===== src/sgoq_pkg.sv =====
package sgoq_pkg;

   // Fixed-point format of the position
   localparam int FRACTION_BITS = 8;
   localparam int SCALE_UNITS   = 1 << FRACTION_BITS;
   localparam int HALF_SCALE    = SCALE_UNITS / 2;

   // Phase count register
   localparam int MAX_PHASES     = 16;
   localparam int PHASE_CNT_W    = 5;
   localparam int DEFAULT_PHASES = 3;

   // Stored state
   localparam int ACCUM_BITS = 48;
   localparam int RESID_W    = 16;

   // Transaction fields
   localparam int ACTION_W = 2;
   localparam int AMOUNT_W = 32;
   localparam int PX_W     = 40;
   localparam int PH_W     = 4;

   // Datapath widths: position = accumulator plus residual, then times phase count
   localparam int POS_W  = ACCUM_BITS + 2;
   localparam int NUM_W  = POS_W + PHASE_CNT_W;
   localparam int MAG_W  = NUM_W - FRACTION_BITS;
   localparam int DIVD_W = MAG_W + FRACTION_BITS;
   localparam int REM_W  = $clog2(MAX_PHASES);
   localparam int CNT_W  = $clog2(DIVD_W + 1);

   typedef enum logic [ACTION_W-1:0] {
      ACT_ADVANCE = 2'd0,
      ACT_ORIGIN  = 2'd1,
      ACT_RESET   = 2'd2,
      ACT_QUERY   = 2'd3
   } action_type;

   typedef struct packed {
      logic                  done;
      logic [DIVD_W-1:0]     quotient;
      logic [REM_W-1:0]      remainder;
   } div_rsp_type;

endpackage


===== src/sgoq_req_if.sv =====
interface sgoq_req_if;
   logic                                  valid;
   logic                                  ready;
   logic [sgoq_pkg::ACTION_W-1:0]         action;
   logic signed [sgoq_pkg::AMOUNT_W-1:0]  amount;

   modport source (output valid, output action, output amount, input ready);
   modport sink (input valid, input action, input amount, output ready);
endinterface


===== src/sgoq_rsp_if.sv =====
interface sgoq_rsp_if;
   logic                          valid;
   logic                          ready;
   logic                          status;
   logic [sgoq_pkg::PX_W-1:0]     pixel_x;
   logic [sgoq_pkg::PH_W-1:0]     phase;

   modport source (output valid, output status, output pixel_x, output phase, input ready);
   modport sink (input valid, input status, input pixel_x, input phase, output ready);
endinterface


===== src/subpixel_glyph_origin_quantizer.sv =====
// Subpixel glyph origin quantizer.
//
// Keeps a text position in 1/256-pixel units plus a signed rounding residual.
// Each transaction on req (action, amount) yields exactly one transaction on
// rsp (status, pixel_x, phase). Advance adds a non-negative amount, saturating
// at the accumulator maximum; a negative amount returns status 1. Origin
// rounds position plus residual to the nearest of phase_count phases, returns
// the pixel and the phase and keeps the new residual. Reset line clears the
// position and residual. Query quantizes amount without touching the state.
// csr_we / csr_wdata write phase_count; values of 0 or above 16 are dropped.
//
// Advance and reset line go from accept straight to the finish state.
// Origin and query first pass the multiply, magnitude, divide and fix-up states; the
// restoring divider by phase_count retires one quotient bit per cycle over 55 bits.
// req.ready is high only while the sequencer is idle, so a new transaction is
// taken only after the previous one has left the finish state.
// A finished result waits in the rsp output register; the next transaction
// may be accepted meanwhile, and its result is held back until rsp drains.
// Synchronous reset returns the block to idle, clears position and residual
// and sets phase_count to 3.
module subpixel_glyph_origin_quantizer (
   input  logic                               clock,
   input  logic                               reset,
   input  logic                               csr_we,
   input  logic [sgoq_pkg::PHASE_CNT_W-1:0]   csr_wdata,
   sgoq_req_if.sink                           req,
   sgoq_rsp_if.source                         rsp
);
   import sgoq_pkg::*;

   typedef enum logic [2:0] {
      ST_IDLE,
      ST_MUL,
      ST_ABS,
      ST_DIV_GO,
      ST_DIV_WAIT,
      ST_FIX,
      ST_FINISH
   } state_type;

   state_type                   state_ff, state_in;

   // Architectural state
   logic [ACCUM_BITS-1:0]       acc_ff, acc_in;
   logic signed [RESID_W-1:0]   resid_ff, resid_in;
   logic [PHASE_CNT_W-1:0]      phase_cnt_ff, phase_cnt_in;

   // Per-transaction working registers
   action_type                  act_ff, act_in;
   logic signed [AMOUNT_W-1:0]  amt_ff, amt_in;
   logic signed [POS_W-1:0]     pos_ff, pos_in;
   logic signed [NUM_W-1:0]     num_ff, num_in;
   logic                        neg_ff, neg_in;
   logic [MAG_W-1:0]            tmag_ff, tmag_in;
   logic [PX_W-1:0]             px_ff, px_in;
   logic [PH_W-1:0]             ph_ff, ph_in;
   logic [RESID_W-1:0]          resid_new_ff, resid_new_in;

   // Output register
   logic                        rsp_valid_ff, rsp_valid_in;
   logic                        rsp_status_ff, rsp_status_in;
   logic [PX_W-1:0]             rsp_px_ff, rsp_px_in;
   logic [PH_W-1:0]             rsp_ph_ff, rsp_ph_in;

   // Shared divider
   logic                        div_start;
   div_rsp_type                 div_rsp;

   // Combinational helpers
   action_type                  req_act;
   logic [NUM_W-1:0]            num_mag;
   logic [MAG_W-1:0]            quot;
   logic [MAG_W-1:0]            xq;
   logic                        rem_nz;
   logic [PHASE_CNT_W-1:0]      ph_wrap;
   logic [RESID_W-1:0]          scaled_lo;
   logic [ACCUM_BITS:0]         adv_sum;

   assign req_act   = action_type'(req.action);
   assign num_mag   = num_ff[NUM_W-1] ? NUM_W'(-num_ff) : NUM_W'(num_ff);
   assign quot      = div_rsp.quotient[DIVD_W-1:FRACTION_BITS];
   assign rem_nz    = (div_rsp.remainder != '0);
   // Floor division: for a negative total with a remainder, step down one pixel
   assign xq        = neg_ff ? (rem_nz ? ~quot : (~quot + 1'b1)) : quot;
   assign ph_wrap   = phase_cnt_ff - PHASE_CNT_W'(div_rsp.remainder);
   assign scaled_lo = neg_ff ? (~div_rsp.quotient[RESID_W-1:0] + 1'b1)
                             : div_rsp.quotient[RESID_W-1:0];
   assign adv_sum   = {1'b0, acc_ff}
                    + {{(ACCUM_BITS + 1 - AMOUNT_W){1'b0}}, amt_ff};

   always_comb begin
      state_in      = state_ff;
      acc_in        = acc_ff;
      resid_in      = resid_ff;
      phase_cnt_in  = phase_cnt_ff;
      act_in        = act_ff;
      amt_in        = amt_ff;
      pos_in        = pos_ff;
      num_in        = num_ff;
      neg_in        = neg_ff;
      tmag_in       = tmag_ff;
      px_in         = px_ff;
      ph_in         = ph_ff;
      resid_new_in  = resid_new_ff;
      rsp_valid_in  = rsp_valid_ff && !rsp.ready;
      rsp_status_in = rsp_status_ff;
      rsp_px_in     = rsp_px_ff;
      rsp_ph_in     = rsp_ph_ff;
      div_start     = 1'b0;

      // Drop out-of-range phase counts
      if (csr_we && (csr_wdata != '0) && (csr_wdata <= PHASE_CNT_W'(MAX_PHASES))) begin
         phase_cnt_in = csr_wdata;
      end

      case (state_ff)
         ST_IDLE: begin
            if (req.valid) begin
               act_in = req_act;
               amt_in = req.amount;
               if (req_act == ACT_ORIGIN) begin
                  pos_in = POS_W'(acc_ff) + POS_W'(resid_ff);
               end else begin
                  pos_in = POS_W'(req.amount);
               end
               px_in = '0;
               ph_in = '0;
               if (req_act == ACT_ORIGIN || req_act == ACT_QUERY) begin
                  state_in = ST_MUL;
               end else begin
                  state_in = ST_FINISH;
               end
            end
         end
         ST_MUL: begin
            // Round to the nearest phase: pos * p + half a phase
            num_in = NUM_W'(pos_ff) * NUM_W'($signed({1'b0, phase_cnt_ff}))
                   + NUM_W'(HALF_SCALE);
            state_in = ST_ABS;
         end
         ST_ABS: begin
            // Truncating divide by the scale: shift the magnitude
            neg_in   = num_ff[NUM_W-1];
            tmag_in  = num_mag[NUM_W-1:FRACTION_BITS];
            state_in = ST_DIV_GO;
         end
         ST_DIV_GO: begin
            div_start = 1'b1;
            state_in  = ST_DIV_WAIT;
         end
         ST_DIV_WAIT: begin
            if (div_rsp.done) begin
               state_in = ST_FIX;
            end
         end
         ST_FIX: begin
            px_in        = xq[PX_W-1:0];
            ph_in        = (neg_ff && rem_nz) ? ph_wrap[PH_W-1:0] : div_rsp.remainder;
            resid_new_in = pos_ff[RESID_W-1:0] - scaled_lo;
            state_in     = ST_FINISH;
         end
         ST_FINISH: begin
            // Hold the result until the output register is free
            if (!rsp_valid_ff || rsp.ready) begin
               rsp_valid_in  = 1'b1;
               rsp_status_in = 1'b0;
               rsp_px_in     = '0;
               rsp_ph_in     = '0;
               case (act_ff)
                  ACT_ADVANCE: begin
                     if (amt_ff[AMOUNT_W-1]) begin
                        rsp_status_in = 1'b1;
                     end else if (adv_sum[ACCUM_BITS]) begin
                        acc_in = '1;
                     end else begin
                        acc_in = adv_sum[ACCUM_BITS-1:0];
                     end
                  end
                  ACT_ORIGIN: begin
                     rsp_px_in = px_ff;
                     rsp_ph_in = ph_ff;
                     resid_in  = resid_new_ff;
                  end
                  ACT_RESET: begin
                     acc_in   = '0;
                     resid_in = '0;
                  end
                  ACT_QUERY: begin
                     rsp_ph_in = ph_ff;
                  end
                  default: begin
                     rsp_status_in = 1'b0;
                  end
               endcase
               state_in = ST_IDLE;
            end
         end
         default: begin
            state_in = ST_IDLE;
         end
      endcase
   end

   always_ff @(posedge clock) begin
      if (reset) begin
         state_ff     <= ST_IDLE;
         acc_ff       <= '0;
         resid_ff     <= '0;
         phase_cnt_ff <= PHASE_CNT_W'(DEFAULT_PHASES);
         rsp_valid_ff <= 1'b0;
      end else begin
         state_ff     <= state_in;
         acc_ff       <= acc_in;
         resid_ff     <= resid_in;
         phase_cnt_ff <= phase_cnt_in;
         rsp_valid_ff <= rsp_valid_in;
      end
      act_ff        <= act_in;
      amt_ff        <= amt_in;
      pos_ff        <= pos_in;
      num_ff        <= num_in;
      neg_ff        <= neg_in;
      tmag_ff       <= tmag_in;
      px_ff         <= px_in;
      ph_ff         <= ph_in;
      resid_new_ff  <= resid_new_in;
      rsp_status_ff <= rsp_status_in;
      rsp_px_ff     <= rsp_px_in;
      rsp_ph_ff     <= rsp_ph_in;
   end

   // Divide |total| * 256 by the phase count; the integer part's remainder
   // is captured on the way
   sgoq_div u_div (
      .clock    (clock),
      .reset    (reset),
      .start    (div_start),
      .dividend ({tmag_ff, {FRACTION_BITS{1'b0}}}),
      .divisor  (phase_cnt_ff),
      .div_rsp  (div_rsp)
   );

   assign req.ready   = (state_ff == ST_IDLE);
   assign rsp.valid   = rsp_valid_ff;
   assign rsp.status  = rsp_status_ff;
   assign rsp.pixel_x = rsp_px_ff;
   assign rsp.phase   = rsp_ph_ff;

endmodule


===== src/sgoq_div.sv =====
module sgoq_div (
   input  logic                           clock,
   input  logic                           reset,
   input  logic                           start,
   input  logic [sgoq_pkg::DIVD_W-1:0]    dividend,
   input  logic [sgoq_pkg::PHASE_CNT_W-1:0] divisor,
   output sgoq_pkg::div_rsp_type          div_rsp
);
   import sgoq_pkg::*;

   logic                busy_ff, busy_in;
   logic                done_ff, done_in;
   logic [CNT_W-1:0]    count_ff, count_in;
   logic [DIVD_W-1:0]   dvd_ff, dvd_in;
   logic [REM_W-1:0]    rem_ff, rem_in;
   logic [REM_W-1:0]    rmid_ff, rmid_in;

   logic [REM_W:0]      trial;
   logic                fits;
   logic [REM_W:0]      diff;

   // One restoring step: shift the next dividend bit into the partial remainder
   assign trial = {rem_ff, dvd_ff[DIVD_W-1]};
   assign fits  = (trial >= divisor);
   assign diff  = trial - divisor;

   always_comb begin
      busy_in  = busy_ff;
      done_in  = 1'b0;
      count_in = count_ff;
      dvd_in   = dvd_ff;
      rem_in   = rem_ff;
      rmid_in  = rmid_ff;
      if (start) begin
         busy_in  = 1'b1;
         count_in = '0;
         dvd_in   = dividend;
         rem_in   = '0;
      end else if (busy_ff) begin
         rem_in   = fits ? diff[REM_W-1:0] : trial[REM_W-1:0];
         dvd_in   = {dvd_ff[DIVD_W-2:0], fits};
         count_in = count_ff + 1'b1;
         // Remainder of the integer part, before the fraction bits come in
         if (count_ff == CNT_W'(MAG_W - 1)) begin
            rmid_in = rem_in;
         end
         if (count_ff == CNT_W'(DIVD_W - 1)) begin
            busy_in = 1'b0;
            done_in = 1'b1;
         end
      end
   end

   always_ff @(posedge clock) begin
      if (reset) begin
         busy_ff <= 1'b0;
         done_ff <= 1'b0;
      end else begin
         busy_ff <= busy_in;
         done_ff <= done_in;
      end
      count_ff <= count_in;
      dvd_ff   <= dvd_in;
      rem_ff   <= rem_in;
      rmid_ff  <= rmid_in;
   end

   assign div_rsp.done      = done_ff;
   assign div_rsp.quotient  = dvd_ff;
   assign div_rsp.remainder = rmid_ff;

endmodule

===== src/flat_wrapper.sv =====
// flat-port wrapper written by rule: the top's interface ports become plain ports
module subpixel_glyph_origin_quantizer_flat import sgoq_pkg::*;
  (clock, reset, csr_we, csr_wdata, req_valid, req_action, req_amount, req_ready, rsp_valid, rsp_status, rsp_pixel_x, rsp_phase, rsp_ready);
  sgoq_req_if req_i ();
  sgoq_rsp_if rsp_i ();
  input  logic clock;
  input  logic reset;
  input  logic csr_we;
  input  logic [sgoq_pkg::PHASE_CNT_W-1:0] csr_wdata;
  input wire logic [$bits(req_i.valid)-1:0] req_valid;
  input wire logic [$bits(req_i.action)-1:0] req_action;
  input wire logic [$bits(req_i.amount)-1:0] req_amount;
  output wire logic [$bits(req_i.ready)-1:0] req_ready;
  output wire logic [$bits(rsp_i.valid)-1:0] rsp_valid;
  output wire logic [$bits(rsp_i.status)-1:0] rsp_status;
  output wire logic [$bits(rsp_i.pixel_x)-1:0] rsp_pixel_x;
  output wire logic [$bits(rsp_i.phase)-1:0] rsp_phase;
  input wire logic [$bits(rsp_i.ready)-1:0] rsp_ready;
  assign req_i.valid = req_valid;
  assign req_i.action = req_action;
  assign req_i.amount = req_amount;
  assign req_ready = req_i.ready;
  assign rsp_valid = rsp_i.valid;
  assign rsp_status = rsp_i.status;
  assign rsp_pixel_x = rsp_i.pixel_x;
  assign rsp_phase = rsp_i.phase;
  assign rsp_i.ready = rsp_ready;
  subpixel_glyph_origin_quantizer u_core (.clock(clock), .reset(reset), .csr_we(csr_we), .csr_wdata(csr_wdata), .req(req_i), .rsp(rsp_i));
endmodule

===== config.mk =====
export PLATFORM = sky130hd
export DESIGN_NAME = subpixel_glyph_origin_quantizer_flat
export DESIGN_NICKNAME = d
export VERILOG_FILES = /design/src/sgoq_pkg.sv /design/src/sgoq_req_if.sv /design/src/sgoq_rsp_if.sv /design/src/subpixel_glyph_origin_quantizer.sv /design/src/sgoq_div.sv /design/src/flat_wrapper.sv
export SDC_FILE = /design/constraint.sdc
export NUM_CORES = 1
export LEC_CHECK = 0
export BUFFER_PORTS_ARGS = -buffer_cell sky130_fd_sc_hd__buf_2
export CORE_MARGIN = 5
export CORE_UTILIZATION = 44
export DETAILED_ROUTE_END_ITERATION = 10
export GPL_TIMING_DRIVEN = 1
export HOLD_SLACK_MARGIN = 0.03
export PLACE_DENSITY = 0.62
export SYNTH_ARGS = -nofsm -noshare
export SYNTH_HDL_FRONTEND = slang
export SYNTH_HIERARCHICAL = 1
export SYNTH_SLANG_ARGS = --single-unit

===== constraint.sdc =====
create_clock -name clock -period 20.2 [get_ports clock]
set_clock_uncertainty 0.15 [all_clocks]
set_input_delay 0 -clock clock [delete_from_list [all_inputs] [get_ports clock]]
set_output_delay 0 -clock clock [all_outputs]
set_load 0.005 [all_outputs]

==> impl_metrics.csv <==
group,metric,value,unit
power,p_clk_share,28.2,%
power,p_sw_share,32.85,%
logic_synthesis,async_flop_share,0,%
worst_setup_path,cp-start-kind,"flop",
logic_synthesis,synth_flop_cell,"edfxtp_1",
sta,hold_viol,0,
clock_network,post_cts_buffers,0,
detailed_routing,vias,22686,
global_routing,grt_usage,17.65,%
detailed_routing,routed_wl,69600,um
floorplan,rows,99,
floorplan,initial_core_util,44.11,%
min_path,hold_class,"in2reg",
clock_network,clkLatencyLatePin,0.60,ns
power,power,3.225,mW
logic_synthesis,synth_edf_count,351,
logic_synthesis,ys_top_cells_by_area,"edfxtp_1, ha_1, fa_1, and2_1, dfxtp_1",
logic_synthesis,yosysWarnings,6,
clock_network,cts_tree,"yes",
sta,worst_pin_slew,1.088,ns
detailed_routing,drc,0,
logic_synthesis,ys_seq_area_share,38.24,%
job,max_cap_viol_count,0,
clock_network,root_buffer,"clkbuf_16",
finish,drive_above_1_share,8.730,%
floorplan,die_h,279.7,um
global_routing,grt_overflow,0,
finish,nets,3725,
power,p_leak,15.15,nW
sta,period_share,33.81,%
clock_network,clkTransAtPathRegs,0.06,ns
power,internal_power,2.166,mW
placement,io_buffers,90,
logic_synthesis,syn_inst,3114,
finish,fillCellCount,6549,
logic_synthesis,synth_top_area_cell,"edfxtp_1",
detailed_routing,drt_iter0_markers,1155,
sta,rsz0062_at_grt,"false",
worst_setup_path,setup.worst_path.end_class,"flop",
clock_network,clkSinkCount,436,
placement,gp_congestion,0.9346,
power,ir_worst_vdd,0.00006442,V
sta,maxSlewViolCount,0,
logic_synthesis,synthDistinctLibCells,84,
clock_network,htreeDepth,2,
finish,multi_input_area,18830,sq um
logic_synthesis,synth-seq-cells,436,
floorplan,die_x,279.7,um
worst_setup_path,critPathMaxFanout,46,
worst_setup_path,critPathKind,"reg2reg",
power,switching_power,1.059,mW
sta,clock.fmax,146.4,MHz
placement,dpl.hpwl,53170,um
floorplan,dieArea,78260,sq um
global_routing,antenna_found_initial,1,
logic_synthesis,netlist_area,32020,sq um
power,power_frac_comb,33.9,%
worst_setup_path,arrival,7.02,ns
finish,seqCellArea,12240,sq um
finish,synthToLayoutAreaGrowth,12.45,%
sta,max-slew-margin-rel,27.49,%
clock_network,ctsResizeCount,0,
sta,setup_violations,0,
logic_synthesis,synth_top_area_share,32.92,%
power,power_density,89.58,nW/um^2
detailed_routing,ant_nets,0,
clock_network,cts_buffers,49,
detailed_routing,avgRoutedWirePerCell,16.34,um
floorplan,ioPinCount,91,
detailed_routing,firstDrtPassIters,5,
power,seqPwrFrac,37.9,%
logic_synthesis,avgSynthCellArea,10.28,sq um
worst_setup_path,cp.required,20.39,ns
global_routing,grt_max_degree,58,
sta,setup_tns,0,ns
clock_network,cts_buffer_depth,3,
sta,fin_crit,6.830,ns
global_routing,grt_pass1_vias,22630,
detailed_routing,vias_per_cell,5.327,
floorplan,core,72590,sq um
status,status,"finished clean",
global_routing,grt_pass1_wl,115900,um
-- synthesized netlist by cell type (all sizes together), types with 16 or more instances --
cell type,instances
xor2,98
nand4,22
nand2b,27
nor2b,38
and3,19
clkbuf,101
o31ai,30
nand3,50
mux2,57
fa,156
nor3,38
o21ai,187
o211ai,16
o21bai,18
a21o,83
dfxtp,85
a21oi,197
a31oi,16
a211oi,24
nor2,177
nor4,21
xnor2,144
or3,29
ha,266
and2,281
nand2,254
o21a,18
inv,153
edfxtp,351
nor3b,20
-- layer usage --
layer	routed length, um	global-route usage [%]
met1	33690	25.52
met5	0	0
met3	3360	2.459
met4	1378	4.328
met2	31180	28.33
-- worst paths after layout --
path	depth (start not counted)	slack, ns	to	from
worst max-delay path	18	13.37	u_core/num_ff[51]$_DFFE_PP_	u_core/phase_cnt_ff[1]$_SDFFE_PP1P_
worst min-delay path	2	0.07	u_core/amt_ff[31]$_DFFE_PP_	req_amount[31]
worst max register to register	18	13.37	u_core/num_ff[51]$_DFFE_PP_	u_core/phase_cnt_ff[1]$_SDFFE_PP1P_
worst min register to register	2	0.32	u_core/acc_ff[11]$_SDFFE_PP0P_	u_core/acc_ff[11]$_SDFFE_PP0P_
-- worst max-delay path, stage by stage (launching register included) --
cell,delay (ns)
dfxtp_1,0.53
buf_4,0.43
and2_1,0.21
fa_1,0.43
fa_1,0.47
fa_1,0.51
fa_1,0.49
ha_1,0.36
o211ai_1,0.12
nor3_1,0.25
or3_1,0.19
nand3_1,0.14
o41ai_1,0.79
a31oi_1,0.37
o311ai_0,0.40
buf_4,0.20
a21oi_1,0.10
nand2b_1,0.16
a211o_1,0.25
-- cell families after synthesis --
logic type      Yosys count  synth area share, %
compound gates          667                12.99
other cells               1              0.01171
flops                   436                38.24
fa+ha+maj               422                20.15
simple gates           1017                16.62
mux                      63                2.216
buf+inv                 266                3.154
xor+xnor                242                6.620
-- power by group through the flow --
stage	Clock [mW]	Combinational (mW)	Sequential [mW]
after floorplan	0	0.839	1.22
after global placement	0	1.05	1.24
after detailed placement	0	1.07	1.24
after CTS	0.937	1.10	1.22
after global routing	0.978	1.24	1.23
final	0.910	1.09	1.22
-- what timing repair did --
action                                  CTS  global route
hold buffers                             85             0
endpoints found under the setup margin    0             0
endpoints found under the hold margin   150             0
-- state kept, by name, indices dropped and copies added, names as in the netlist, 2 cells and up --
name and count:
u_core/act_ff 2, u_core/rsp.phase 4, u_core/ph_ff 4, u_core/u_div/dvd_ff 55, u_core/pos_ff 50, u_core/num_ff 55, u_core/tmag_ff 47, u_core/rsp.pixel_x 40
u_core/u_div/rmid_ff 4, u_core/phase_cnt_ff 5, u_core/state_ff 3, u_core/resid_ff 16, u_core/u_div/count_ff 6, u_core/u_div/rem_ff 4, u_core/resid_new_ff 16, u_core/acc_ff 48
u_core/px_ff 40, u_core/amt_ff 32
-- layout by cell type, fill, tap and decap left out, types with 144 or more instances in the layout --
cell type,netlist,final
and2_1,281,280
ha_1,266,266
xnor2_1,144,144
a21oi_1,196,196
fa_1,156,156
edfxtp_1,351,351
o21ai_0,185,185
nor2_1,176,174
inv_1,153,153
nand2_1,253,253
-- area by class of cell --
cell class              count  share of cell area (%)
clock buffers              61                   3.559
well taps                 959                   3.333
clock inverters            30                   1.060
repair buffers            200                   4.136
flip-flops and latches    436                   34.00
diodes                      1                0.006951
multi-input cells        2419                   52.31
inverters                 153                   1.595
-- per-stage QoR --
| stage | hold slack [ns] | utilization [%] | setup WS, ns | instances | instance area [sq um] |
|---|---|---|---|---|---|
| 2_1_floorplan | -0.07762 | - | 13.87 | 3121 | 32040 |
| 3_3_place_gp | 0.04403 | 46.13 | 13.48 | 4082 | 33480 |
| 3_5_place_dp | 0.04840 | 46.13 | 13.41 | 4082 | 33480 |
| 4_1_cts | 0.05131 | 49.59 | 13.35 | 4258 | 36000 |
| 5_1_grt | 0.04761 | 49.60 | 12.91 | 4259 | 36000 |
| 6_report | 0.06546 | 49.60 | 13.37 | 4259 | 36000 |
Power figures use the tool's default switching activity.
